===== config.mk =====
export PLATFORM = sky130hd
export DESIGN_NAME = text_line_numbering_filter_core
export DESIGN_NICKNAME = d
export VERILOG_FILES = /design/src/design/tlnf_pkg.sv /design/src/design/tlnf_front.sv /design/src/design/tlnf_queue.sv /design/src/design/tlnf_back.sv /design/src/design/text_line_numbering_filter_core.sv
export VERILOG_INCLUDE_DIRS = /design/src /design/src/design
export SDC_FILE = /design/constraint.sdc
export NUM_CORES = 1
export LEC_CHECK = 0
export BUFFER_PORTS_ARGS = -buffer_cell sky130_fd_sc_hd__buf_2
export CAP_MARGIN = 10
export CORE_ASPECT_RATIO = 1.25
export CORE_MARGIN = 10
export CORE_UTILIZATION = 54
export CTS_CLUSTER_DIAMETER = 150
export DETAILED_ROUTE_END_ITERATION = 12
export PLACE_DENSITY = 0.78
export SLEW_MARGIN = 20
export SYNTH_ARGS = -nofsm -noshare
export SYNTH_HDL_FRONTEND = slang
export SYNTH_SLANG_ARGS = --single-unit

===== constraint.sdc =====
create_clock -name clk -period 7.75 [get_ports clk]
set_input_delay 0.3875 -clock clk [delete_from_list [all_inputs] [get_ports clk]]
set_output_delay 0.3875 -clock clk [all_outputs]
set_load 0.05 [all_outputs]

===== src/design/text_line_numbering_filter_core_macros.svh =====
// Assertion macros for the line numbering filter.
// Used by modules that declare clk and arst_n; no other dependencies.
`ifndef TEXT_LINE_NUMBERING_FILTER_CORE_MACROS_SVH
`define TEXT_LINE_NUMBERING_FILTER_CORE_MACROS_SVH

// Same-cycle implication, disabled during reset.
`define TLNF_ASSERT_IMPL(lbl, ante, cons, msg) \
	lbl: assert property (@(posedge clk) disable iff (!arst_n) (ante) |-> (cons)) \
		else $error(msg);

// Next-cycle implication, disabled during reset.
`define TLNF_ASSERT_NEXT(lbl, ante, cons, msg) \
	lbl: assert property (@(posedge clk) disable iff (!arst_n) (ante) |=> (cons)) \
		else $error(msg);

`endif


===== src/design/tlnf_pkg.sv =====
// Shared types, constants and helpers for the line numbering filter.
// No dependencies.
`default_nettype none

package tlnf_pkg;

	localparam int NUM_DIGITS  = 6;
	localparam int CNT_W       = 4 * NUM_DIGITS;
	localparam int SLOT_TAB    = NUM_DIGITS;
	localparam int SLOT_DOLLAR = NUM_DIGITS + 1;
	localparam int SLOT_B0     = NUM_DIGITS + 2;
	localparam int SLOT_B1     = NUM_DIGITS + 3;
	localparam int NUM_SLOTS   = NUM_DIGITS + 4;

	localparam int QDEPTH = 2;
	localparam int QPTR_W = $clog2(QDEPTH);

	localparam int CFG_IDX_W  = 3;
	localparam int CFG_DATA_W = 8;

	localparam logic [CFG_IDX_W-1:0] REG_NUMBER_MODE      = 3'd0;
	localparam logic [CFG_IDX_W-1:0] REG_SHOW_ENDS        = 3'd1;
	localparam logic [CFG_IDX_W-1:0] REG_SHOW_TABS        = 3'd2;
	localparam logic [CFG_IDX_W-1:0] REG_SHOW_NONPRINTING = 3'd3;
	localparam logic [CFG_IDX_W-1:0] REG_SQUEEZE_BLANK    = 3'd4;

	localparam logic [1:0] MODE_EVERY = 2'd1;

	localparam logic [7:0] CH_NL       = 8'h0A;
	localparam logic [7:0] CH_TAB      = 8'h09;
	localparam logic [7:0] CH_SPACE    = 8'h20;
	localparam logic [7:0] CH_ZERO     = 8'h30;
	localparam logic [7:0] CH_CARET    = 8'h5E;
	localparam logic [7:0] CH_I        = 8'h49;
	localparam logic [7:0] CH_DOLLAR   = 8'h24;
	localparam logic [7:0] CH_PREV_RST = 8'h61;
	localparam logic [7:0] CTRL_MAX    = 8'd31;
	localparam logic [7:0] CARET_OFS   = 8'd64;

	localparam logic [CNT_W-1:0] CNT_ONE = CNT_W'(1);

	typedef struct packed {
		logic [NUM_SLOTS-1:0] mask;
		logic [CNT_W-1:0]     digits;
		logic [7:0]           body0;
		logic [7:0]           body1;
	} job_t;

	function automatic logic [CNT_W-1:0] bcd_inc(input logic [CNT_W-1:0] c);
		logic [CNT_W-1:0] r;
		logic carry;
		logic full;
		r = c;
		carry = 1'b1;
		full = 1'b1;
		for (int i = 0; i < NUM_DIGITS; i++) begin
			if (c[4*i +: 4] != 4'd9) full = 1'b0;
		end
		if (!full) begin
			for (int i = 0; i < NUM_DIGITS; i++) begin
				if (carry) begin
					if (r[4*i +: 4] >= 4'd9) begin
						r[4*i +: 4] = 4'd0;
					end else begin
						r[4*i +: 4] = r[4*i +: 4] + 4'd1;
						carry = 1'b0;
					end
				end
			end
		end
		return r;
	endfunction

endpackage

`default_nettype wire


===== src/design/tlnf_front.sv =====
// Front end: configuration registers, line state, per-byte classification.
// Depends on tlnf_pkg.
`default_nettype none

module tlnf_front (
	input  wire logic                            clk,
	input  wire logic                            arst_n,
	input  wire logic                            in_valid,
	output logic                                 in_ready,
	input  wire logic [7:0]                      in_byte,
	input  wire logic                            cfg_valid,
	output logic                                 cfg_ready,
	input  wire logic [tlnf_pkg::CFG_IDX_W-1:0]  cfg_index,
	input  wire logic [tlnf_pkg::CFG_DATA_W-1:0] cfg_data,
	output logic                                 push_valid,
	input  wire logic                            push_ready,
	output tlnf_pkg::job_t                       push_job
);

	logic [1:0] number_mode_q;
	logic       show_ends_q;
	logic       show_tabs_q;
	logic       show_np_q;
	logic       squeeze_q;

	logic [tlnf_pkg::CNT_W-1:0] counter_q;
	logic [7:0]                 prev_byte_q;
	logic                       prev_blank_q;
	logic                       first_q;

	logic accept;
	logic nonblank_mode;
	logic every_mode;
	logic is_nl;
	logic prev_nl;
	logic squeeze;
	logic want;
	logic prefix;
	logic dollar;
	logic two_byte;
	logic [7:0] body0;
	logic [7:0] body1;

	assign cfg_ready = 1'b1;
	assign in_ready  = push_ready;
	assign accept    = in_valid && push_ready;

	assign nonblank_mode = number_mode_q[1];
	assign every_mode    = (number_mode_q == tlnf_pkg::MODE_EVERY);
	assign is_nl         = (in_byte == tlnf_pkg::CH_NL);
	assign prev_nl       = (prev_byte_q == tlnf_pkg::CH_NL);
	assign squeeze       = prev_blank_q && is_nl && squeeze_q;
	assign want          = prev_nl && ((nonblank_mode && !is_nl) || every_mode);
	assign prefix        = ((nonblank_mode || every_mode) && first_q) || (!squeeze && want);
	assign dollar        = !squeeze && is_nl && show_ends_q;

	always_comb begin
		two_byte = 1'b0;
		body0    = in_byte;
		body1    = tlnf_pkg::CH_I;
		if (show_tabs_q && in_byte == tlnf_pkg::CH_TAB) begin
			two_byte = 1'b1;
			body0    = tlnf_pkg::CH_CARET;
		end else if (show_np_q && in_byte <= tlnf_pkg::CTRL_MAX && !is_nl
				&& in_byte != tlnf_pkg::CH_TAB) begin
			two_byte = 1'b1;
			body0    = tlnf_pkg::CH_CARET;
			body1    = in_byte + tlnf_pkg::CARET_OFS;
		end
	end

	always_comb begin
		push_job        = '0;
		push_job.digits = counter_q;
		push_job.body0  = body0;
		push_job.body1  = body1;
		push_job.mask[tlnf_pkg::SLOT_TAB:0]     = {(tlnf_pkg::SLOT_TAB + 1){prefix}};
		push_job.mask[tlnf_pkg::SLOT_DOLLAR]    = dollar;
		push_job.mask[tlnf_pkg::SLOT_B0]        = !squeeze;
		push_job.mask[tlnf_pkg::SLOT_B1]        = !squeeze && two_byte;
	end

	assign push_valid = in_valid && (prefix || !squeeze);

	always_ff @(posedge clk or negedge arst_n) begin
		if (!arst_n) begin
			number_mode_q <= '0;
			show_ends_q   <= 1'b0;
			show_tabs_q   <= 1'b0;
			show_np_q     <= 1'b0;
			squeeze_q     <= 1'b0;
		end else if (cfg_valid) begin
			unique case (cfg_index)
				tlnf_pkg::REG_NUMBER_MODE:      number_mode_q <= cfg_data[1:0];
				tlnf_pkg::REG_SHOW_ENDS:        show_ends_q   <= cfg_data[0];
				tlnf_pkg::REG_SHOW_TABS:        show_tabs_q   <= cfg_data[0];
				tlnf_pkg::REG_SHOW_NONPRINTING: show_np_q     <= cfg_data[0];
				tlnf_pkg::REG_SQUEEZE_BLANK:    squeeze_q     <= cfg_data[0];
				default: ;
			endcase
		end
	end

	always_ff @(posedge clk or negedge arst_n) begin
		if (!arst_n) begin
			counter_q    <= tlnf_pkg::CNT_ONE;
			prev_byte_q  <= tlnf_pkg::CH_PREV_RST;
			prev_blank_q <= 1'b0;
			first_q      <= 1'b1;
		end else if (accept) begin
			if (prefix) begin
				counter_q <= tlnf_pkg::bcd_inc(counter_q);
				first_q   <= 1'b0;
			end
			if (!squeeze) begin
				prev_blank_q <= prev_nl && is_nl;
				prev_byte_q  <= in_byte;
			end
		end
	end

endmodule

`default_nettype wire


===== src/design/tlnf_queue.sv =====
// Short job queue between the front end and the serializer.
// Depends on tlnf_pkg.
`default_nettype none

module tlnf_queue (
	input  wire logic           clk,
	input  wire logic           arst_n,
	input  wire logic           push_valid,
	output logic                push_ready,
	input  wire tlnf_pkg::job_t push_job,
	output logic                q_valid,
	input  wire logic           q_pop,
	output tlnf_pkg::job_t      q_job
);

	tlnf_pkg::job_t entries_q [tlnf_pkg::QDEPTH];

	logic [tlnf_pkg::QPTR_W-1:0] wr_ptr_q;
	logic [tlnf_pkg::QPTR_W-1:0] rd_ptr_q;
	logic [tlnf_pkg::QPTR_W:0]   count_q;
	logic push;
	logic pop;

	assign push_ready = (count_q != (tlnf_pkg::QPTR_W + 1)'(tlnf_pkg::QDEPTH));
	assign q_valid    = (count_q != '0);
	assign q_job      = entries_q[rd_ptr_q];
	assign push       = push_valid && push_ready;
	assign pop        = q_pop && q_valid;

	always_ff @(posedge clk) begin
		if (push) begin
			entries_q[wr_ptr_q] <= push_job;
		end
	end

	always_ff @(posedge clk or negedge arst_n) begin
		if (!arst_n) begin
			wr_ptr_q <= '0;
			rd_ptr_q <= '0;
			count_q  <= '0;
		end else begin
			if (push) wr_ptr_q <= wr_ptr_q + (tlnf_pkg::QPTR_W)'(1);
			if (pop)  rd_ptr_q <= rd_ptr_q + (tlnf_pkg::QPTR_W)'(1);
			if (push && !pop) begin
				count_q <= count_q + (tlnf_pkg::QPTR_W + 1)'(1);
			end else if (pop && !push) begin
				count_q <= count_q - (tlnf_pkg::QPTR_W + 1)'(1);
			end
		end
	end

endmodule

`default_nettype wire


===== src/design/tlnf_back.sv =====
// Serializer: walks the slots of the head job and drives the output register.
// Depends on tlnf_pkg and the assertion macro header.
`default_nettype none
`include "text_line_numbering_filter_core_macros.svh"

module tlnf_back (
	input  wire logic           clk,
	input  wire logic           arst_n,
	input  wire logic           q_valid,
	input  wire tlnf_pkg::job_t q_job,
	output logic                q_pop,
	output logic                out_valid,
	input  wire logic           out_ready,
	output logic [7:0]          out_byte,
	output logic                last_of_run
);

	logic [tlnf_pkg::NUM_SLOTS-1:0] cons_q;
	logic [tlnf_pkg::NUM_SLOTS-1:0] active;
	logic [tlnf_pkg::NUM_SLOTS-1:0] pick;
	logic [tlnf_pkg::NUM_SLOTS-1:0] rest;
	logic [7:0] slot_byte [tlnf_pkg::NUM_SLOTS];
	logic [7:0] sel_byte;
	logic       last;
	logic       load;
	logic       out_valid_q;
	logic [7:0] out_byte_q;
	logic       last_q;

	assign active = q_job.mask & ~cons_q;
	assign pick   = active & (~active + (tlnf_pkg::NUM_SLOTS)'(1));
	assign rest   = active & ~pick;
	assign last   = (rest == '0);
	assign load   = q_valid && (!out_valid_q || out_ready);
	assign q_pop  = load && last;

	always_comb begin
		logic       leading;
		logic [3:0] d;
		leading = 1'b1;
		for (int k = 0; k < tlnf_pkg::NUM_DIGITS; k++) begin
			d = q_job.digits[4*(tlnf_pkg::NUM_DIGITS-1-k) +: 4];
			if (d != 4'd0 || k == tlnf_pkg::NUM_DIGITS - 1) leading = 1'b0;
			if (leading) begin
				slot_byte[k] = tlnf_pkg::CH_SPACE;
			end else begin
				slot_byte[k] = tlnf_pkg::CH_ZERO + {4'd0, (d > 4'd9) ? 4'd9 : d};
			end
		end
		slot_byte[tlnf_pkg::SLOT_TAB]    = tlnf_pkg::CH_TAB;
		slot_byte[tlnf_pkg::SLOT_DOLLAR] = tlnf_pkg::CH_DOLLAR;
		slot_byte[tlnf_pkg::SLOT_B0]     = q_job.body0;
		slot_byte[tlnf_pkg::SLOT_B1]     = q_job.body1;
	end

	always_comb begin
		sel_byte = '0;
		for (int i = 0; i < tlnf_pkg::NUM_SLOTS; i++) begin
			sel_byte = sel_byte | (slot_byte[i] & {8{pick[i]}});
		end
	end

	always_ff @(posedge clk or negedge arst_n) begin
		if (!arst_n) begin
			cons_q      <= '0;
			out_valid_q <= 1'b0;
		end else begin
			if (load) begin
				cons_q      <= last ? '0 : (cons_q | pick);
				out_valid_q <= 1'b1;
			end else if (out_ready) begin
				out_valid_q <= 1'b0;
			end
		end
	end

	always_ff @(posedge clk) begin
		if (load) begin
			out_byte_q <= sel_byte;
			last_q     <= last;
		end
	end

	assign out_valid   = out_valid_q;
	assign out_byte    = out_byte_q;
	assign last_of_run = last_q;

	`TLNF_ASSERT_IMPL(a_head_nonempty, q_valid, q_job.mask != '0, "empty job in queue")
	`TLNF_ASSERT_IMPL(a_cons_subset, q_valid, (cons_q & ~q_job.mask) == '0, "stray slot")
	`TLNF_ASSERT_IMPL(a_cons_idle, !q_valid, cons_q == '0, "slots consumed with no job")
	`TLNF_ASSERT_NEXT(a_pop_clears, q_pop, cons_q == '0, "slot state not cleared on pop")

endmodule

`default_nettype wire


===== src/design/text_line_numbering_filter_core.sv =====
// Line numbering text filter, top level.
// Instantiates tlnf_front, tlnf_queue and tlnf_back; depends on tlnf_pkg.
//
// Input channel in_valid/in_ready/in_byte takes one raw text byte per beat.
// Output channel out_valid/out_ready/out_byte/last_of_run gives the formatted
// bytes in order; last_of_run marks the final beat caused by one input byte.
// A squeezed newline with no pending first-line prefix gives no output beat.
// Configuration channel cfg_valid/cfg_ready/cfg_index/cfg_data writes the
// registers: 0 number_mode, 1 show_ends, 2 show_tabs, 3 show_nonprinting,
// 4 squeeze_blank. cfg_ready is always high; write only while idle.
// Each byte's job is registered in the job queue; its beats then leave through the output register.
// Throughput: one output beat per cycle while out_ready is high; a byte gives up
// to 9 output beats with a line number prefix. The front end accepts a byte
// every cycle while the two-entry job queue has room.
// Reset clears configuration to zero, the line counter to one and empties
// the queue and output register. When out_ready is low, the output beat
// holds, the queue fills, then in_ready drops.
`default_nettype none

module text_line_numbering_filter_core (
	input  wire logic                            clk,
	input  wire logic                            arst_n,
	input  wire logic                            in_valid,
	output logic                                 in_ready,
	input  wire logic [7:0]                      in_byte,
	output logic                                 out_valid,
	input  wire logic                            out_ready,
	output logic [7:0]                           out_byte,
	output logic                                 last_of_run,
	input  wire logic                            cfg_valid,
	output logic                                 cfg_ready,
	input  wire logic [tlnf_pkg::CFG_IDX_W-1:0]  cfg_index,
	input  wire logic [tlnf_pkg::CFG_DATA_W-1:0] cfg_data
);

	logic           push_valid;
	logic           push_ready;
	tlnf_pkg::job_t push_job;
	logic           q_valid;
	logic           q_pop;
	tlnf_pkg::job_t q_job;

	tlnf_front u_front (
		.clk        (clk),
		.arst_n     (arst_n),
		.in_valid   (in_valid),
		.in_ready   (in_ready),
		.in_byte    (in_byte),
		.cfg_valid  (cfg_valid),
		.cfg_ready  (cfg_ready),
		.cfg_index  (cfg_index),
		.cfg_data   (cfg_data),
		.push_valid (push_valid),
		.push_ready (push_ready),
		.push_job   (push_job)
	);

	tlnf_queue u_queue (
		.clk        (clk),
		.arst_n     (arst_n),
		.push_valid (push_valid),
		.push_ready (push_ready),
		.push_job   (push_job),
		.q_valid    (q_valid),
		.q_pop      (q_pop),
		.q_job      (q_job)
	);

	tlnf_back u_back (
		.clk         (clk),
		.arst_n      (arst_n),
		.q_valid     (q_valid),
		.q_job       (q_job),
		.q_pop       (q_pop),
		.out_valid   (out_valid),
		.out_ready   (out_ready),
		.out_byte    (out_byte),
		.last_of_run (last_of_run)
	);

endmodule

`default_nettype wire


==> metrics.md <==
| Metric | Value |
|---|---|
| Status | `complete, no violations` |
| Fin crit share | `42.0%` |
| Setup crit start | `u_queue.rd_ptr_q` |
| PwrDens | `340 nW/um2` |
| Sequential element share of the synthesized area | `between 50 and 60%` |
| RSZ-0062 raised after global routing | `false` |
| Pin count of the biggest net entering global routing | `69` |
| CTS tree | `done` |
| Post-synth top area share | `between 30 and 40%` |
| I/O Pins | `36` |
| Setup TNS | `0 ns` |
| Final WL | `~16 mm` |
| Antenna Cells | `0` |
| Worst-path clk slew | `about 0.060 ns` |
| Chip Width | `approximately 120 um` |
| Worst clock skew | `0.0115 ns` |
| Slew margin rel. | `about 30%` |
| Most frequent cell after synthesis | `edfxtp_1` |
| Routed vias | `between 4k and 5k` |
| Worst EP required | `between 7 and 8 ns` |
| First-pass GRT wire length | `between 20 and 30 mm` |
| Resized Gates After CTS | `0` |
| NumNets Final | `roughly 660` |
| Die ar. | `approximately 19000 um2` |
| Crit path max-delay family | `simple AND/OR/NAND/NOR gates` |
| Clock power frac | `between 20 and 30%` |
| Critical path depth in cells | `7` |
| Core footprint | `~13000 um2` |
| H-tree depth | `4` |
| Worst Setup End Kind | `flop` |
| Post-CTS setup buffers | `0` |
| Post-synth cell types | `73` |
| CP Class | `flop to flop` |
| Cell leakage power | `3.15 nW` |
| Number of flops mapped to enable cells by yosys | `slightly below 100` |
| Switching part of the total power | `33.5%` |
| CTS Buffer Depth | `2` |
| CTS Buf Count | `17` |
| Synth Warn # | `0` |
| Combinational power share | `between 20% and 30%` |
| CP most frequent cell | `buf_4` |
| R2r setup slk | `between 4 and 5 ns` |
| Crit-path max cell delay | `roughly 0.92 ns` |
| Worst reg2reg path depth | `7` |
| Overall Global Routing Usage | `between 10% and 20%` |
| Fin crit period | `around 3.3 ns` |
| Flop and latch count out of synthesis | `roughly 150` |
| Rows | `47` |
| Initial drt markers | `between 300 and 400` |
| CTS Sinks | `about 150` |
| Via density | `between 6 and 7` |
| DR WL/cell | `approximately 20 um` |
| DRC violations left | `0` |
| Commonest cells post-synth | `97 x edfxtp_1, 50 x dfrtp_1, 38 x nor2_1` |
| WP data arrival | `3.48 ns` |
| Port Buffer Count | `28` |
| Max-capacitance violation count | `0` |
| Top cells by area, synth | `edfxtp_1 39%, dfrtp_1 17%, mux2i_1 4.3%, mux2_2 3.7%, ha_1 3.6%` |
| Final setup viols | `0` |
| Mapped Avg Cell Area | `roughly 13 um2` |
| Synth Flop Type | `edfxtp_1` |
| Startpoint class of the critical path | `flop` |
| Area Overhead vs Synth | `11.7%` |
| DRT Pass-1 Iters | `5` |
| Max Slew Vio Count | `0` |
| Later-pin clock latency in the skew report | `0.42 ns` |
| CTS Hold Bufs | `0` |
| Worst hold slack | `around 0.12 ns` |
| Vias in the first global route | `5147` |
| Worst-path cell chain | `buf_4 -> mux2i_1 -> buf_4 -> a21oi_1 -> nor4b_1 -> a2111oi_0 -> o211ai_1` |
| Initial Util | `55.4%` |
| GPL Wtd Cong | `0.835` |
| Reg-to-reg startpoint | `u_queue.rd_ptr_q` |
| Post-synth top area cell | `edfxtp_1` |
| R2R Path End | `u_back.out_byte[0]` |
| Post-route ant nets | `0` |
| Grt ovf | `0` |
| Seq pwr share | `43.1%` |
| CTS root buf | `clkbuf_16` |
| Switching component of the power | `between 0.9 and 1 mW` |
| Die Height | `around 150 um` |
| Final Hold Viols | `0` |
| Synthesized area | `7390 um2` |
| CP Max Fanout | `68` |
| Fmax | `0.307 GHz` |
| Dpl hpwl | `approximately 11 mm` |
| Internal power | `between 1.5 and 2 mW` |
| Peak VDD IR | `0.339 mV` |
| CP Capture Point | `u_back.out_byte[0]` |
| Min-Delay Path Class | `primary input to asynchronous set/reset pin` |
| Fraction of registers with async set/reset | `between 30% and 40%` |
| Post-Synthesis Cells | `slightly below 600` |
| Syn_nets | `~630` |
| Antenna violations before repair | `0` |
| Critical path's slowest cell | `nor4b_1` |
| Bufs and invs on worst path | `2` |
| Slew @ Worst Pin | `about 1.0 ns` |
| Layout cells sized above 1 | `18.4%` |
-- metrics by stage --
step | utilization, % | std cells | total power, mW | cell area (um2) | setup slack (ns)
after floorplan | - | 586 | 1.79 | 7390 | 3.60
after global placement | 57.4 | 771 | 1.96 | 7670 | 4.38
after detailed placement | 57.4 | 771 | 2.00 | 7670 | 4.27
after CTS | 61.8 | 803 | 2.81 | 8250 | 4.58
after global routing | 61.9 | 803 | 2.94 | 8260 | 4.32
final | 61.9 | 803 | 2.81 | 8260 | 4.49
-- sequential cells by signal, summed over array words and instances, names as in the netlist --
signal / cells
u_queue.wr_ptr_q: 1
u_front.show_np_q: 1
u_queue.count_q: 2
u_front.prev_byte_q: 8
u_back.cons_q: 10
u_back.out_byte: 8
u_front.show_tabs_q: 1
u_queue.rd_ptr_q: 1
u_front.first_q: 1
u_front.show_ends_q: 1
u_front.number_mode_q: 2
u_back.last_of_run: 1
u_queue.entries_q: 88
u_front.squeeze_q: 1
u_front.counter_q: 24
u_back.out_valid: 1
u_front.prev_blank_q: 1
-- power by group through the flow --
stage | registers [mW] | logic [mW] | clock network [mW]
2_1_floorplan | 1.27 | 0.519 | 0
3_3_place_gp | 1.21 | 0.750 | 0
3_5_place_dp | 1.22 | 0.777 | 0
4_1_cts | 1.21 | 0.782 | 0.825
5_1_grt | 1.23 | 0.846 | 0.865
6_report | 1.21 | 0.784 | 0.813
-- area by class of cell --
| class | instances | area, um2 |
|---|---|---|
| Sequential cell | 152 | 4300 |
| Clock buffer | 19 | 433 |
| Fill cell | 993 | 5090 |
| Inverter | 28 | 105 |
| Multi-Input combinational cell | 387 | 2880 |
| Timing Repair Buffer | 33 | 178 |
| Tap cell | 171 | 214 |
| Clock inverter | 13 | 154 |
-- logic make-up after synthesis --
kind of cell / Yosys count / synth area share, %
xor gates and xnor gates: 6 / 0.711
and+or+nand+nor: 179 / 14.1
AOI/OAI and AO/OA: 119 / 11.4
muxes: 60 / 8.80
buffers and inverters: 47 / 3.13
adders and majority gates: 22 / 3.69
other: 1 / 0.0507
DFF: 152 / 58.1
-- cells in the final DEF, fill, tap and decap left out, types with 8 or more instances in the layout --
master     synthesis  routed
o21a_1             8       8
a211oi_1           9       8
edfxtp_1          97      97
nand3_1            9       9
mux2i_1           32      32
o21ai_0           16      16
buf_2              5      28
and2_1            15      14
clkbuf_16          0      17
ha_1              21      21
a21oi_1           22      22
inv_1             28      28
nand2_1           28      28
and3_1             8       8
nor3_1            11      11
nand4_1            8       8
mux2_2            24      24
o22ai_1            8       8
nor2_1            38      38
nand2b_1           9       9
dfrtp_1           50      49
-- worst reg2reg max path, stage by stage, from the launching register on --
cell and delay (ns):
dfrtp_2 0.34, buf_4 0.64, mux2i_1 0.34, buf_4 0.21
a21oi_1 0.13, nor4b_1 0.92, a2111oi_0 0.27, o211ai_1 0.22
-- routing by layer --
metal	share of wire (%)	vias up	GRT usage [%]
met5	0	-	0
met4	2.9	0	9.39
met3	5.4	33	4.23
met2	54	175	31.2
met1	38	2438	17.3
li1	-	2317	-
-- worst min path at each step --
stage	from	endpoint	slack, ns	cells after the start
4_1_cts	arst_n	u_queue.rd_ptr_q	0.13	2
3_5_place_dp	u_back.cons_q[9]	u_back.cons_q[9]	0.49	1
6_report	arst_n	u_queue.rd_ptr_q	0.12	2
5_1_grt	arst_n	u_queue.rd_ptr_q	0.17	2
3_3_place_gp	u_back.cons_q[9]	u_back.cons_q[9]	0.48	1
2_1_floorplan	arst_n	u_back.cons_q[0]	0.09	0
Power figures use the tool's default switching activity.
